**src/design/guarded_integer_stack_alu_macros.svh**
```systemverilog
// assertion helpers used by the stack alu datapath
`ifndef GUARDED_INTEGER_STACK_ALU_MACROS_SVH
`define GUARDED_INTEGER_STACK_ALU_MACROS_SVH

// plain property, checked on every clock edge outside reset
`define GISA_ASSERT(lbl, prop) \
  lbl: assert property (@(posedge clk_i) disable iff (!rst_ni) (prop)) \
    else $error("gisa: property failed");

// same-cycle implication
`define GISA_ASSERT_IMP(lbl, ante, cons) \
  lbl: assert property (@(posedge clk_i) disable iff (!rst_ni) (ante) |-> (cons)) \
    else $error("gisa: implication failed");

`endif

```
**src/design/gisa_pkg.sv**
```systemverilog
`default_nettype none

package gisa_pkg;

  localparam int unsigned STACK_DEPTH = 16;
  localparam int unsigned DATA_W      = 32;
  localparam int unsigned FUNC_W      = 3;
  localparam int unsigned DEPTH_W     = 5;
  localparam int unsigned STAT_W      = 2;
  localparam int unsigned ADDR_W      = $clog2(STACK_DEPTH);
  localparam int unsigned CNT_W       = $clog2(STACK_DEPTH + 1);
  localparam int unsigned DIV_STEPS   = DATA_W;
  localparam int unsigned DIV_CNT_W   = $clog2(DIV_STEPS + 1);

  typedef enum logic [FUNC_W-1:0] {
    FUNC_PUSH = 3'd0,
    FUNC_POP  = 3'd1,
    FUNC_ADD  = 3'd2,
    FUNC_SUB  = 3'd3,
    FUNC_MUL  = 3'd4,
    FUNC_DIV  = 3'd5
  } func_e;

  typedef enum logic [STAT_W-1:0] {
    ST_OK        = 2'd0,
    ST_EMPTY     = 2'd1,
    ST_NEAR_FULL = 2'd2,
    ST_ERROR     = 2'd3
  } stat_e;

  // datapath action of one microcode step
  typedef enum logic [3:0] {
    ACT_NONE,
    ACT_ACCEPT,
    ACT_PUSH,
    ACT_RD_TOP,
    ACT_RD_NEXT,
    ACT_LATCH_B,
    ACT_ADDSUB,
    ACT_MUL,
    ACT_DIV_START,
    ACT_DIV_RESULT,
    ACT_WRITE_RES,
    ACT_POP_RESULT,
    ACT_REJ_ERR,
    ACT_REJ_QUIET,
    ACT_EMIT
  } act_e;

  // sequencing of one microcode step
  typedef enum logic [2:0] {
    JMP_NEXT,
    JMP_GOTO,
    JMP_WAIT_IN,
    JMP_WAIT_DIV,
    JMP_WAIT_OUT,
    JMP_DISPATCH_OP,
    JMP_DISPATCH_ARITH
  } jmp_e;

  localparam int unsigned UADDR_W = 5;

  localparam logic [UADDR_W-1:0] U_FETCH     = 5'd0;
  localparam logic [UADDR_W-1:0] U_DECODE    = 5'd1;
  localparam logic [UADDR_W-1:0] U_PUSH      = 5'd2;
  localparam logic [UADDR_W-1:0] U_POP_RD    = 5'd3;
  localparam logic [UADDR_W-1:0] U_POP_WB    = 5'd4;
  localparam logic [UADDR_W-1:0] U_AR_RDT    = 5'd5;
  localparam logic [UADDR_W-1:0] U_AR_RDN    = 5'd6;
  localparam logic [UADDR_W-1:0] U_AR_LB     = 5'd7;
  localparam logic [UADDR_W-1:0] U_AR_SEL    = 5'd8;
  localparam logic [UADDR_W-1:0] U_ADDSUB    = 5'd9;
  localparam logic [UADDR_W-1:0] U_MUL       = 5'd10;
  localparam logic [UADDR_W-1:0] U_DIV_GO    = 5'd11;
  localparam logic [UADDR_W-1:0] U_DIV_WAIT  = 5'd12;
  localparam logic [UADDR_W-1:0] U_WRITE     = 5'd13;
  localparam logic [UADDR_W-1:0] U_REJ_ERR   = 5'd14;
  localparam logic [UADDR_W-1:0] U_REJ_QUIET = 5'd15;
  localparam logic [UADDR_W-1:0] U_EMIT      = 5'd16;

  typedef struct packed {
    act_e                act;
    jmp_e                jmp;
    logic [UADDR_W-1:0]  target;
  } ucode_t;

  // control from the sequencer to the datapath
  typedef struct packed {
    act_e act;
  } ctrl_t;

  // conditions from the datapath back to the sequencer
  typedef struct packed {
    logic              in_valid;
    logic              out_free;
    logic              div_done;
    logic              b_zero;
    logic [FUNC_W-1:0] func;
    logic [CNT_W-1:0]  cnt;
  } stat_t;

  // microcode rom
  function automatic ucode_t ucode_rom(input logic [UADDR_W-1:0] addr);
    ucode_t uc;
    uc = '{act: ACT_NONE, jmp: JMP_GOTO, target: U_FETCH};
    case (addr)
      U_FETCH:     uc = '{act: ACT_ACCEPT,     jmp: JMP_WAIT_IN,        target: U_DECODE};
      U_DECODE:    uc = '{act: ACT_NONE,       jmp: JMP_DISPATCH_OP,    target: U_FETCH};
      U_PUSH:      uc = '{act: ACT_PUSH,       jmp: JMP_GOTO,           target: U_EMIT};
      U_POP_RD:    uc = '{act: ACT_RD_TOP,     jmp: JMP_NEXT,           target: U_FETCH};
      U_POP_WB:    uc = '{act: ACT_POP_RESULT, jmp: JMP_GOTO,           target: U_EMIT};
      U_AR_RDT:    uc = '{act: ACT_RD_TOP,     jmp: JMP_NEXT,           target: U_FETCH};
      U_AR_RDN:    uc = '{act: ACT_RD_NEXT,    jmp: JMP_NEXT,           target: U_FETCH};
      U_AR_LB:     uc = '{act: ACT_LATCH_B,    jmp: JMP_NEXT,           target: U_FETCH};
      U_AR_SEL:    uc = '{act: ACT_NONE,       jmp: JMP_DISPATCH_ARITH, target: U_FETCH};
      U_ADDSUB:    uc = '{act: ACT_ADDSUB,     jmp: JMP_GOTO,           target: U_WRITE};
      U_MUL:       uc = '{act: ACT_MUL,        jmp: JMP_GOTO,           target: U_WRITE};
      U_DIV_GO:    uc = '{act: ACT_DIV_START,  jmp: JMP_NEXT,           target: U_FETCH};
      U_DIV_WAIT:  uc = '{act: ACT_DIV_RESULT, jmp: JMP_WAIT_DIV,       target: U_WRITE};
      U_WRITE:     uc = '{act: ACT_WRITE_RES,  jmp: JMP_GOTO,           target: U_EMIT};
      U_REJ_ERR:   uc = '{act: ACT_REJ_ERR,    jmp: JMP_GOTO,           target: U_EMIT};
      U_REJ_QUIET: uc = '{act: ACT_REJ_QUIET,  jmp: JMP_GOTO,           target: U_EMIT};
      U_EMIT:      uc = '{act: ACT_EMIT,       jmp: JMP_WAIT_OUT,       target: U_FETCH};
      default:     uc = '{act: ACT_NONE,       jmp: JMP_GOTO,           target: U_FETCH};
    endcase
    return uc;
  endfunction

endpackage

`default_nettype wire

```
**src/design/gisa_if.sv**
```systemverilog
`default_nettype none

interface gisa_in_if
  import gisa_pkg::*;
();
  logic                     valid;
  logic                     ready;
  logic [FUNC_W-1:0]        func;
  logic signed [DATA_W-1:0] push_value;

  modport source (output valid, output func, output push_value, input ready);
  modport sink   (input valid, input func, input push_value, output ready);
endinterface

interface gisa_out_if
  import gisa_pkg::*;
();
  logic                     valid;
  logic                     ready;
  logic signed [DATA_W-1:0] result_value;
  logic [DEPTH_W-1:0]       stack_depth;
  logic [STAT_W-1:0]        status_code;
  logic                     rejected;

  modport source (output valid, output result_value, output stack_depth,
                  output status_code, output rejected, input ready);
  modport sink   (input valid, input result_value, input stack_depth,
                  input status_code, input rejected, output ready);
endinterface

`default_nettype wire

```
**src/design/gisa_ram.sv**
```systemverilog
`default_nettype none

module gisa_ram #(
  parameter int unsigned Width = 32,
  parameter int unsigned Depth = 16
) (
  input  wire logic                     clk_i,
  input  wire logic                     we_i,
  input  wire logic [$clog2(Depth)-1:0] waddr_i,
  input  wire logic [Width-1:0]         wdata_i,
  input  wire logic [$clog2(Depth)-1:0] raddr_i,
  output      logic [Width-1:0]         rdata_o
);

  logic [Width-1:0] mem_q [Depth];
  logic [Width-1:0] rdata_q;

  always_ff @(posedge clk_i) begin
    if (we_i) begin
      mem_q[waddr_i] <= wdata_i;
    end
    rdata_q <= mem_q[raddr_i];
  end

  assign rdata_o = rdata_q;

endmodule

`default_nettype wire

```
**src/design/gisa_div.sv**
```systemverilog
`default_nettype none

module gisa_div
  import gisa_pkg::*;
(
  input  wire logic              clk_i,
  input  wire logic              rst_ni,
  input  wire logic              start_i,
  input  wire logic [DATA_W-1:0] num_i,
  input  wire logic [DATA_W-1:0] den_i,
  output      logic              done_o,
  output      logic [DATA_W-1:0] quot_o
);

  logic [DIV_CNT_W-1:0] cnt_q;
  logic                 done_q;
  logic [DATA_W-1:0]    rem_q;
  logic [DATA_W-1:0]    quo_q;
  logic [DATA_W-1:0]    den_q;
  logic                 neg_q;
  logic [DATA_W:0]      trial;
  logic [DATA_W:0]      shifted;

  // one restoring step per cycle on the magnitudes
  assign shifted = {rem_q, quo_q[DATA_W-1]};
  assign trial   = shifted - {1'b0, den_q};

  always_ff @(posedge clk_i or negedge rst_ni) begin
    if (!rst_ni) begin
      cnt_q  <= '0;
      done_q <= 1'b0;
    end else if (start_i) begin
      cnt_q  <= DIV_CNT_W'(DIV_STEPS);
      done_q <= 1'b0;
    end else if (cnt_q != '0) begin
      cnt_q <= cnt_q - 1'b1;
      if (cnt_q == DIV_CNT_W'(1)) begin
        done_q <= 1'b1;
      end
    end
  end

  always_ff @(posedge clk_i) begin
    if (start_i) begin
      rem_q <= '0;
      quo_q <= num_i[DATA_W-1] ? (DATA_W'(0) - num_i) : num_i;
      den_q <= den_i[DATA_W-1] ? (DATA_W'(0) - den_i) : den_i;
      neg_q <= num_i[DATA_W-1] ^ den_i[DATA_W-1];
    end else if (cnt_q != '0) begin
      if (!trial[DATA_W]) begin
        rem_q <= trial[DATA_W-1:0];
        quo_q <= {quo_q[DATA_W-2:0], 1'b1};
      end else begin
        rem_q <= shifted[DATA_W-1:0];
        quo_q <= {quo_q[DATA_W-2:0], 1'b0};
      end
    end
  end

  assign done_o = done_q;
  assign quot_o = neg_q ? (DATA_W'(0) - quo_q) : quo_q;

endmodule

`default_nettype wire

```
**src/design/gisa_seq.sv**
```systemverilog
`default_nettype none

module gisa_seq
  import gisa_pkg::*;
(
  input  wire logic  clk_i,
  input  wire logic  rst_ni,
  input  wire stat_t stat_i,
  output      ctrl_t ctrl_o
);

  logic [UADDR_W-1:0] upc_q;
  logic [UADDR_W-1:0] upc_d;
  ucode_t             uc;

  // bounds guard on the operation code
  function automatic logic [UADDR_W-1:0] dispatch_op(input logic [FUNC_W-1:0] func,
                                                     input logic [CNT_W-1:0]  cnt);
    logic [UADDR_W-1:0] tgt;
    tgt = U_REJ_QUIET;
    case (func)
      FUNC_PUSH: tgt = (cnt >= CNT_W'(STACK_DEPTH)) ? U_REJ_ERR : U_PUSH;
      FUNC_POP:  tgt = (cnt == '0) ? U_REJ_ERR : U_POP_RD;
      FUNC_ADD,
      FUNC_SUB,
      FUNC_MUL,
      FUNC_DIV:  tgt = (cnt < CNT_W'(2)) ? U_REJ_ERR : U_AR_RDT;
      default:   tgt = U_REJ_QUIET;
    endcase
    return tgt;
  endfunction

  // operands are loaded, pick the unit or refuse a divide by zero
  function automatic logic [UADDR_W-1:0] dispatch_arith(input logic [FUNC_W-1:0] func,
                                                        input logic              b_zero);
    logic [UADDR_W-1:0] tgt;
    tgt = U_ADDSUB;
    case (func)
      FUNC_MUL: tgt = U_MUL;
      FUNC_DIV: tgt = b_zero ? U_REJ_ERR : U_DIV_GO;
      default:  tgt = U_ADDSUB;
    endcase
    return tgt;
  endfunction

  always_comb begin
    uc = ucode_rom(upc_q);
  end

  always_comb begin
    ctrl_o.act = uc.act;
  end

  always_comb begin
    upc_d = upc_q;
    case (uc.jmp)
      JMP_NEXT:           upc_d = upc_q + 1'b1;
      JMP_GOTO:           upc_d = uc.target;
      JMP_WAIT_IN:        upc_d = stat_i.in_valid ? uc.target : upc_q;
      JMP_WAIT_DIV:       upc_d = stat_i.div_done ? uc.target : upc_q;
      JMP_WAIT_OUT:       upc_d = stat_i.out_free ? uc.target : upc_q;
      JMP_DISPATCH_OP:    upc_d = dispatch_op(stat_i.func, stat_i.cnt);
      JMP_DISPATCH_ARITH: upc_d = dispatch_arith(stat_i.func, stat_i.b_zero);
      default:            upc_d = U_FETCH;
    endcase
  end

  always_ff @(posedge clk_i or negedge rst_ni) begin
    if (!rst_ni) begin
      upc_q <= U_FETCH;
    end else begin
      upc_q <= upc_d;
    end
  end

endmodule

`default_nettype wire

```
**src/design/gisa_dp.sv**
```systemverilog
`default_nettype none

`include "guarded_integer_stack_alu_macros.svh"

module gisa_dp
  import gisa_pkg::*;
(
  input  wire logic  clk_i,
  input  wire logic  rst_ni,
  input  wire ctrl_t ctrl_i,
  output      stat_t stat_o,
  gisa_in_if.sink    req_i,
  gisa_out_if.source rsp_o
);

  logic [CNT_W-1:0]   count_q;
  logic               err_q;
  logic               out_valid_q;
  logic [FUNC_W-1:0]  func_q;
  logic [DATA_W-1:0]  val_q;
  logic [DATA_W-1:0]  a_q;
  logic [DATA_W-1:0]  b_q;
  logic [DATA_W-1:0]  res_q;
  logic               rej_q;
  logic [DATA_W-1:0]  out_res_q;
  logic [DEPTH_W-1:0] out_depth_q;
  logic [STAT_W-1:0]  out_stat_q;
  logic               out_rej_q;

  logic               in_xfer;
  logic               out_free;
  logic               emit;
  logic [ADDR_W-1:0]  top_idx;
  logic [ADDR_W-1:0]  next_idx;
  logic               ram_we;
  logic [ADDR_W-1:0]  ram_waddr;
  logic [DATA_W-1:0]  ram_wdata;
  logic [ADDR_W-1:0]  ram_raddr;
  logic [DATA_W-1:0]  ram_rdata;
  logic               div_done;
  logic [DATA_W-1:0]  div_quot;
  stat_e              status;

  assign in_xfer  = req_i.valid && req_i.ready;
  assign out_free = !out_valid_q || rsp_o.ready;
  assign emit     = (ctrl_i.act == ACT_EMIT) && out_free;
  assign top_idx  = ADDR_W'(count_q - CNT_W'(1));
  assign next_idx = ADDR_W'(count_q - CNT_W'(2));

  assign req_i.ready = (ctrl_i.act == ACT_ACCEPT);

  always_comb begin
    ram_we    = 1'b0;
    ram_waddr = next_idx;
    ram_wdata = res_q;
    ram_raddr = top_idx;
    case (ctrl_i.act)
      ACT_PUSH: begin
        ram_we    = 1'b1;
        ram_waddr = ADDR_W'(count_q);
        ram_wdata = val_q;
      end
      ACT_WRITE_RES: begin
        ram_we = 1'b1;
      end
      ACT_RD_NEXT: begin
        ram_raddr = next_idx;
      end
      default: begin
      end
    endcase
  end

  gisa_ram #(
    .Width (DATA_W),
    .Depth (STACK_DEPTH)
  ) u_ram (
    .clk_i   (clk_i),
    .we_i    (ram_we),
    .waddr_i (ram_waddr),
    .wdata_i (ram_wdata),
    .raddr_i (ram_raddr),
    .rdata_o (ram_rdata)
  );

  gisa_div u_div (
    .clk_i   (clk_i),
    .rst_ni  (rst_ni),
    .start_i (ctrl_i.act == ACT_DIV_START),
    .num_i   (a_q),
    .den_i   (b_q),
    .done_o  (div_done),
    .quot_o  (div_quot)
  );

  always_comb begin
    if (err_q) begin
      status = ST_ERROR;
    end else if (count_q == '0) begin
      status = ST_EMPTY;
    end else if (count_q == CNT_W'(STACK_DEPTH - 1)) begin
      status = ST_NEAR_FULL;
    end else begin
      status = ST_OK;
    end
  end

  always_ff @(posedge clk_i or negedge rst_ni) begin
    if (!rst_ni) begin
      count_q     <= '0;
      err_q       <= 1'b0;
      out_valid_q <= 1'b0;
    end else begin
      case (ctrl_i.act)
        ACT_PUSH:       count_q <= count_q + 1'b1;
        ACT_POP_RESULT,
        ACT_WRITE_RES:  count_q <= count_q - 1'b1;
        ACT_REJ_ERR:    err_q   <= 1'b1;
        default: begin
        end
      endcase
      if (emit) begin
        out_valid_q <= 1'b1;
      end else if (rsp_o.ready) begin
        out_valid_q <= 1'b0;
      end
    end
  end

  always_ff @(posedge clk_i) begin
    case (ctrl_i.act)
      ACT_ACCEPT: begin
        if (in_xfer) begin
          func_q <= req_i.func;
          val_q  <= $unsigned(req_i.push_value);
          rej_q  <= 1'b0;
        end
      end
      ACT_PUSH:       res_q <= val_q;
      ACT_POP_RESULT: res_q <= ram_rdata;
      ACT_RD_NEXT:    a_q   <= ram_rdata;
      ACT_LATCH_B:    b_q   <= ram_rdata;
      ACT_ADDSUB:     res_q <= (func_q == FUNC_SUB) ? (a_q - b_q) : (a_q + b_q);
      ACT_MUL:        res_q <= DATA_W'(a_q * b_q);
      ACT_DIV_RESULT: res_q <= div_quot;
      ACT_REJ_ERR,
      ACT_REJ_QUIET: begin
        res_q <= '0;
        rej_q <= 1'b1;
      end
      default: begin
      end
    endcase
    if (emit) begin
      out_res_q   <= res_q;
      out_depth_q <= DEPTH_W'(count_q);
      out_stat_q  <= status;
      out_rej_q   <= rej_q;
    end
  end

  assign rsp_o.valid        = out_valid_q;
  assign rsp_o.result_value = $signed(out_res_q);
  assign rsp_o.stack_depth  = out_depth_q;
  assign rsp_o.status_code  = out_stat_q;
  assign rsp_o.rejected     = out_rej_q;

  assign stat_o.in_valid = req_i.valid;
  assign stat_o.out_free = out_free;
  assign stat_o.div_done = div_done;
  assign stat_o.b_zero   = (b_q == '0);
  assign stat_o.func     = func_q;
  assign stat_o.cnt      = count_q;

  `GISA_ASSERT(a_err_sticky, err_q |=> err_q)
  `GISA_ASSERT(a_cnt_bound, count_q <= CNT_W'(STACK_DEPTH))
  `GISA_ASSERT_IMP(a_push_room, ctrl_i.act == ACT_PUSH, count_q < CNT_W'(STACK_DEPTH))
  `GISA_ASSERT_IMP(a_write_two, ctrl_i.act == ACT_WRITE_RES, count_q >= CNT_W'(2))
  `GISA_ASSERT_IMP(a_rej_zero, out_valid_q && out_rej_q, out_res_q == '0)

endmodule

`default_nettype wire

```
**src/design/guarded_integer_stack_alu.sv**
```systemverilog
`default_nettype none

// Integer stack calculator with bounds guarding. Each transfer on req_i carries one
// operation (push, pop, add, subtract, multiply, divide); subtract and divide take the
// top entry as the left operand. Arithmetic wraps at 32 bits and division truncates
// toward zero. Overflow, underflow and divide by zero are refused with the stack left
// as it was and a sticky error raised in status_code; unused codes are refused without
// the error. Every operation returns exactly one transfer on rsp_o. A microcoded
// sequencer runs one step per clock, repeating a step while it waits on req_i, the
// divider or rsp_o, and takes one operation at a time. Divide takes longest, most of
// its time spent in the 32-step iterative divider. The stack lives in a 16-entry
// RAM with a registered read port. A result waiting on rsp_o does not block
// acceptance of the next operation, but that operation holds in its final step
// until the waiting result has been taken.

module guarded_integer_stack_alu
  import gisa_pkg::*;
(
  input  wire logic  clk_i,
  input  wire logic  rst_ni,
  gisa_in_if.sink    req_i,
  gisa_out_if.source rsp_o
);

  ctrl_t ctrl;
  stat_t stat;

  gisa_seq u_seq (
    .clk_i  (clk_i),
    .rst_ni (rst_ni),
    .stat_i (stat),
    .ctrl_o (ctrl)
  );

  gisa_dp u_dp (
    .clk_i  (clk_i),
    .rst_ni (rst_ni),
    .ctrl_i (ctrl),
    .stat_o (stat),
    .req_i  (req_i),
    .rsp_o  (rsp_o)
  );

endmodule

`default_nettype wire
```
**src/flat_wrapper.sv**
```systemverilog
// flat-port wrapper written by rule: the top's interface ports become plain ports
module guarded_integer_stack_alu_flat import gisa_pkg::*;
  (clk_i, rst_ni, req_i_valid, req_i_func, req_i_push_value, req_i_ready, rsp_o_valid, rsp_o_result_value, rsp_o_stack_depth, rsp_o_status_code, rsp_o_rejected, rsp_o_ready);
  gisa_in_if req_i_i ();
  gisa_out_if rsp_o_i ();
  input  wire logic clk_i;
  input  wire logic rst_ni;
  input wire logic [$bits(req_i_i.valid)-1:0] req_i_valid;
  input wire logic [$bits(req_i_i.func)-1:0] req_i_func;
  input wire logic [$bits(req_i_i.push_value)-1:0] req_i_push_value;
  output wire logic [$bits(req_i_i.ready)-1:0] req_i_ready;
  output wire logic [$bits(rsp_o_i.valid)-1:0] rsp_o_valid;
  output wire logic [$bits(rsp_o_i.result_value)-1:0] rsp_o_result_value;
  output wire logic [$bits(rsp_o_i.stack_depth)-1:0] rsp_o_stack_depth;
  output wire logic [$bits(rsp_o_i.status_code)-1:0] rsp_o_status_code;
  output wire logic [$bits(rsp_o_i.rejected)-1:0] rsp_o_rejected;
  input wire logic [$bits(rsp_o_i.ready)-1:0] rsp_o_ready;
  assign req_i_i.valid = req_i_valid;
  assign req_i_i.func = req_i_func;
  assign req_i_i.push_value = req_i_push_value;
  assign req_i_ready = req_i_i.ready;
  assign rsp_o_valid = rsp_o_i.valid;
  assign rsp_o_result_value = rsp_o_i.result_value;
  assign rsp_o_stack_depth = rsp_o_i.stack_depth;
  assign rsp_o_status_code = rsp_o_i.status_code;
  assign rsp_o_rejected = rsp_o_i.rejected;
  assign rsp_o_i.ready = rsp_o_ready;
  guarded_integer_stack_alu u_core (.clk_i(clk_i), .rst_ni(rst_ni), .req_i(req_i_i), .rsp_o(rsp_o_i));
endmodule
```
**config.mk**
```make
export PLATFORM = sky130hd
export DESIGN_NAME = guarded_integer_stack_alu_flat
export DESIGN_NICKNAME = d
export VERILOG_FILES = /design/src/design/gisa_pkg.sv /design/src/design/gisa_if.sv /design/src/design/gisa_ram.sv /design/src/design/gisa_div.sv /design/src/design/gisa_seq.sv /design/src/design/gisa_dp.sv /design/src/design/guarded_integer_stack_alu.sv /design/src/flat_wrapper.sv
export VERILOG_INCLUDE_DIRS = /design/src /design/src/design
export SDC_FILE = /design/constraint.sdc
export NUM_CORES = 2
export LEC_CHECK = 0
export ABC_AREA = 1
export BUFFER_PORTS_ARGS = -buffer_cell sky130_fd_sc_hd__buf_2
export CAP_MARGIN = 20
export CORE_MARGIN = 1.5
export CORE_UTILIZATION = 30
export CTS_CLUSTER_DIAMETER = 120
export DETAILED_ROUTE_END_ITERATION = 8
export SLEW_MARGIN = 20
export SYNTH_ARGS = -nofsm -noshare
export SYNTH_HDL_FRONTEND = slang
export SYNTH_SLANG_ARGS = --single-unit
```
**constraint.sdc**
```tcl
create_clock -name clk_i -period 14.6 [get_ports clk_i]
set_input_delay 2.92 -clock clk_i [delete_from_list [all_inputs] [get_ports clk_i]]
set_output_delay 2.92 -clock clk_i [all_outputs]
set_load 0.02 [all_outputs]
```
==> results list <==
- Clock tree from TritonCTS: done
- Using the TritonRoute via totals, the vias-per-cell ratio works out to 4.87.
* Classification of the worst setup path: reg2reg
- Finish-stage setup viols: 0
* Hold Crit Class: reg2reg
- Destination of the worst register-to-register timing path: u_core.u_dp.res_q[30]$_DFFE_PP_
- In this run the tightest slew margin relative to its limit is 18.6%.
- Number of buffers added on ports: 80
* Average wire per cell in the routed design: 20.0 microns
* Skew final: 46.5 ps
- Beginning of the worst register-to-register path: u_core.u_dp.a_q[18]$_DFFE_PP_
- Post-synthesis sequential area ratio: 42.6%
- Core Rows: 159
- Entering global routing, the biggest net connects 181 pins.
* Level count of the clock H-tree: 3
* Total Die Area: 192000 sq um
- Register clock-pin slew on the reported worst setup and hold paths: 70 ps
- Share of synthesized flip-flops with an asynchronous set or reset: 2.28%
- STA puts the critical path data required time at 15040 ps.
- The synthesized netlist devotes 9.89% of its cell area to compound gates.
- The synthesized design contains 749 enable-type register cells.
* Area share of and/or/nand/nor cells after synthesis: 15.9%
- Area of the mapped netlist: 56900 sq um
* Final core area utilization: 33.5%
- The number of antenna violations at the first check in global routing was 0.
- The cell count after synthesis came out at 6339.
- Number of top-level design ports: 81
- Sink count of the clock tree: 832
- For this run, the total global-route usage over all layers was measured as 18.5%.
- Floorplan Core Area: 188000 sq um
* Final worst-path cycle share: 52.3%
- The first global-routing pass estimated 270 mm of wire.
- Post-Synth Adder-Cell Area: 19.0%
* Run status: completed
- Min cycle time layout: 7630 ps
* Max incr delay on CP: 1160 ps
- The final layout contains routed wiring with a total length of 178 mm.
- The Yosys step of the flow raised 0 warnings.
* Max-cap violations: 0
* Most used cell along the critical path: fa_1
- GR Overflow Total: 0
* Post-synthesis average cell area: 8.97 sq um
- Maximum buffer depth of the clock tree: 3
* Number of buffers inserted by hold repair at cts: 0
* Hold slack final: 453 ps
- Clock tree synthesis inserted a total of 84 buffers.
- CP Cell Sequence: nand2_1, fa_1, inv_1, fa_1, fa_1, inv_1, fa_1, fa_1, fa_1, inv_1, fa_1, fa_1, ha_1, inv_1, nor3_1, nand2_1, nor4_1, nand2_1, nand2_1, nand2_1, nand3_1, o21ai_0, nor2_1, nand3_1
- Share of the synthesized netlist area taken by xor and xnor gates: 1.70%
- After synthesis, the largest family of logic cells by area is adder cells.
- The setup check on the worst reg-to-reg path leaves a slack of 6970 ps.
* Vias: 43200
- Start point of the worst hold path: u_core.u_dp.rej_q$_DFFE_PP_
* Cell with the largest stage delay on the worst path: edfxtp_1
- Of all nets on the critical path, the largest fanout is 18.
- DR pass1 iterations: 7
* Multiplexer fraction of the synthesized cell area: 0%
- Capture endpoint of the worst hold path: u_core.u_dp.rsp_o.rejected$_DFFE_PP_
* Unrepaired setup endpoints after global routing: no
* Total negative setup slack: 0 ps
* Slew @ Worst Pin: 1220 ps
- Via count of the first global-routing pass: 44400
* Synthesis-to-layout area growth: 10.6%
- After detailed routing, the number of remaining DRC violations is 0.
- FF+latch count, synth: 832
- Data on the critical path arrives at its endpoint at 8070 ps.
- Final weighted congestion in routability-driven placement: 0.962
- The final number of hold-violating endpoints is 0.
- Post-CTS repair timing setup buffer count: 0
* Final-stage net count: 6958
* Depth of the worst hold-timing path: 0
- Post-cts gate resize count: 0
- Startpoint kind of the worst setup timing path: flop
- Nature of the critical path endpoint: flop
- Antenna violation net count after detailed routing: 0
- For this run, the top clock speed supported by timing is 0.131 GHz.
- Effective utilization at floorplan: 30.3%
* Yosys cell types: 59
- For the worst flop-to-flop path, the logic depth is 24.
- CTS placed an instance of clkbuf_16 at the clock tree root.
* Die span in x: 438 microns
- For the worst-skew pair, the clock arrives at the later sink with an insertion delay of 690 ps.
- Die outline height: 438 microns
- Pins over their slew limit: 0
- HPWL after DPL: 123 mm
- Counting every net in the synthesized netlist gives 6994.
- Synth Flop Type: edfxtp_1
* Share of cells above drive strength 1: 5.99%
- DRC violation total after the first TritonRoute iteration: 3786
==> cells by family (layout without fill, tap and decap cells) <==
kind of cell / after synthesis / in the layout
simple gates: 2214 / 2214
buf+inv: 1595 / 1628
compound gates: 973 / 973
flops: 832 / 832
fa+ha+maj: 616 / 616
xor+xnor: 109 / 109
other cells: 0 / 2
==> worst max-delay path: cells and delay by family (launching register included) <==
family	cells	cell delay [ps]
adder cells (fa/ha/maj)	9	4410
AND/OR/NAND/NOR	10	1430
flip-flops	1	1160
buffers and inverters	4	250
AO/OA/AOI/OAI	1	110
==> registers in the layout (all words and copies together) (netlist names), 5 cells and up <==
name / count
u_core.u_dp.a_q: 32
u_core.u_dp.b_q: 32
u_core.u_dp.count_q: 5
u_core.u_dp.res_q: 32
u_core.u_dp.rsp_o.result_value: 32
u_core.u_dp.rsp_o.stack_depth: 5
u_core.u_dp.u_div.cnt_q: 6
u_core.u_dp.u_div.den_q: 32
u_core.u_dp.u_div.quo_q: 32
u_core.u_dp.u_div.rem_q: 32
u_core.u_dp.u_ram.mem_q: 512
u_core.u_dp.u_ram.rdata_o: 32
u_core.u_dp.val_q: 32
u_core.u_seq.upc_q: 5
==> placed cells by master (no fill, tap or decap), types with 71 or more instances in the layout <==
cell type | synthesis | final
buf_2 | 74 | 80
edfxtp_1 | 749 | 749
o21ai_0 | 385 | 374
xor2_1 | 71 | 71
ha_1 | 206 | 206
o211ai_1 | 194 | 194
nand3_1 | 332 | 332
buf_4 | 8 | 99
clkbuf_16 | 0 | 86
nand2_1 | 1448 | 1446
o21ai_1 | 96 | 95
nor2_1 | 295 | 273
fa_1 | 410 | 410
a21oi_1 | 191 | 191
inv_1 | 1282 | 1282
==> worst max path at each step <==
stage | start | endpoint | cells after the start
2_1_floorplan | u_core.u_dp.b_q[6]$_DFFE_PN_ | u_core.u_dp.res_q[27]$_DFFE_PP_ | 27
3_3_place_gp | u_core.u_dp.a_q[15]$_DFFE_PP_ | u_core.u_dp.res_q[25]$_DFFE_PP_ | 27
3_5_place_dp | u_core.u_dp.a_q[15]$_DFFE_PP_ | u_core.u_dp.res_q[25]$_DFFE_PP_ | 27
4_1_cts | u_core.u_dp.a_q[15]$_DFFE_PP_ | u_core.u_dp.res_q[25]$_DFFE_PP_ | 27
5_1_grt | u_core.u_dp.a_q[15]$_DFFE_PP_ | u_core.u_dp.res_q[25]$_DFFE_PP_ | 27
6_report | u_core.u_dp.a_q[18]$_DFFE_PP_ | u_core.u_dp.res_q[30]$_DFFE_PP_ | 24
==> Yosys cell counts (11+ instances only) <==
cell / n / area share, %
dfrtp_1: 19 / 0.84
xnor2_1: 36 / 0.55
buf_1: 39 / 0.26
ha_1: 206 / 4.5
o21ai_0: 385 / 3.4
nor2_1: 295 / 1.9
clkbuf_1: 171 / 1.1
a31oi_1: 23 / 0.25
edfxtp_1: 749 / 40
nand2_1: 1448 / 9.6
a21oi_1: 191 / 1.7
o211ai_1: 194 / 2.6
buf_2: 74 / 0.65
nand3_1: 332 / 2.9
or2_2: 15 / 0.16
nand4_1: 32 / 0.35
a211oi_1: 11 / 0.15
fa_1: 410 / 14
o21ai_1: 96 / 0.84
nor3_1: 53 / 0.47
dfxtp_1: 64 / 2.3
xor2_1: 71 / 1.1
a21o_1: 14 / 0.18
nor4_1: 11 / 0.12
inv_1: 1282 / 8.5
o21bai_1: 19 / 0.25
==> metal layers <==
metal	vias to the layer above	track usage (%)	routed length [microns]
met3	414	2.10	10300
met1	21000	22.4	70200
met2	1530	32.4	87700
met4	0	9.06	9360
met5	-	0	0
li1	20200	-	-
==> layout make-up <==
| cell class | instances | area (sq um) |
|---|---|---|
| clock inverter | 40 | 490 |
| multi-input combinational | 3912 | 26700 |
| fill | 19200 | 125000 |
| tap | 2495 | 3120 |
| sequential | 832 | 24200 |
| timing repair buffer | 180 | 1160 |
| clock buffer | 115 | 2320 |
| inverter | 1293 | 4860 |
| antenna | 2 | 5.00 |
==> per-stage QoR <==
step	cell area, sq um	worst slack (ps)	std cells
after floorplan	56900	7740	6339
after global placement	60100	6850	8712
after detailed placement	60100	6930	8712
after CTS	62900	6880	8867
after global routing	62900	6580	8867
final	62900	6970	8869
Power is not shown: default switching activity piles up to over one toggle a cycle in this logic, so the estimate is an artifact.
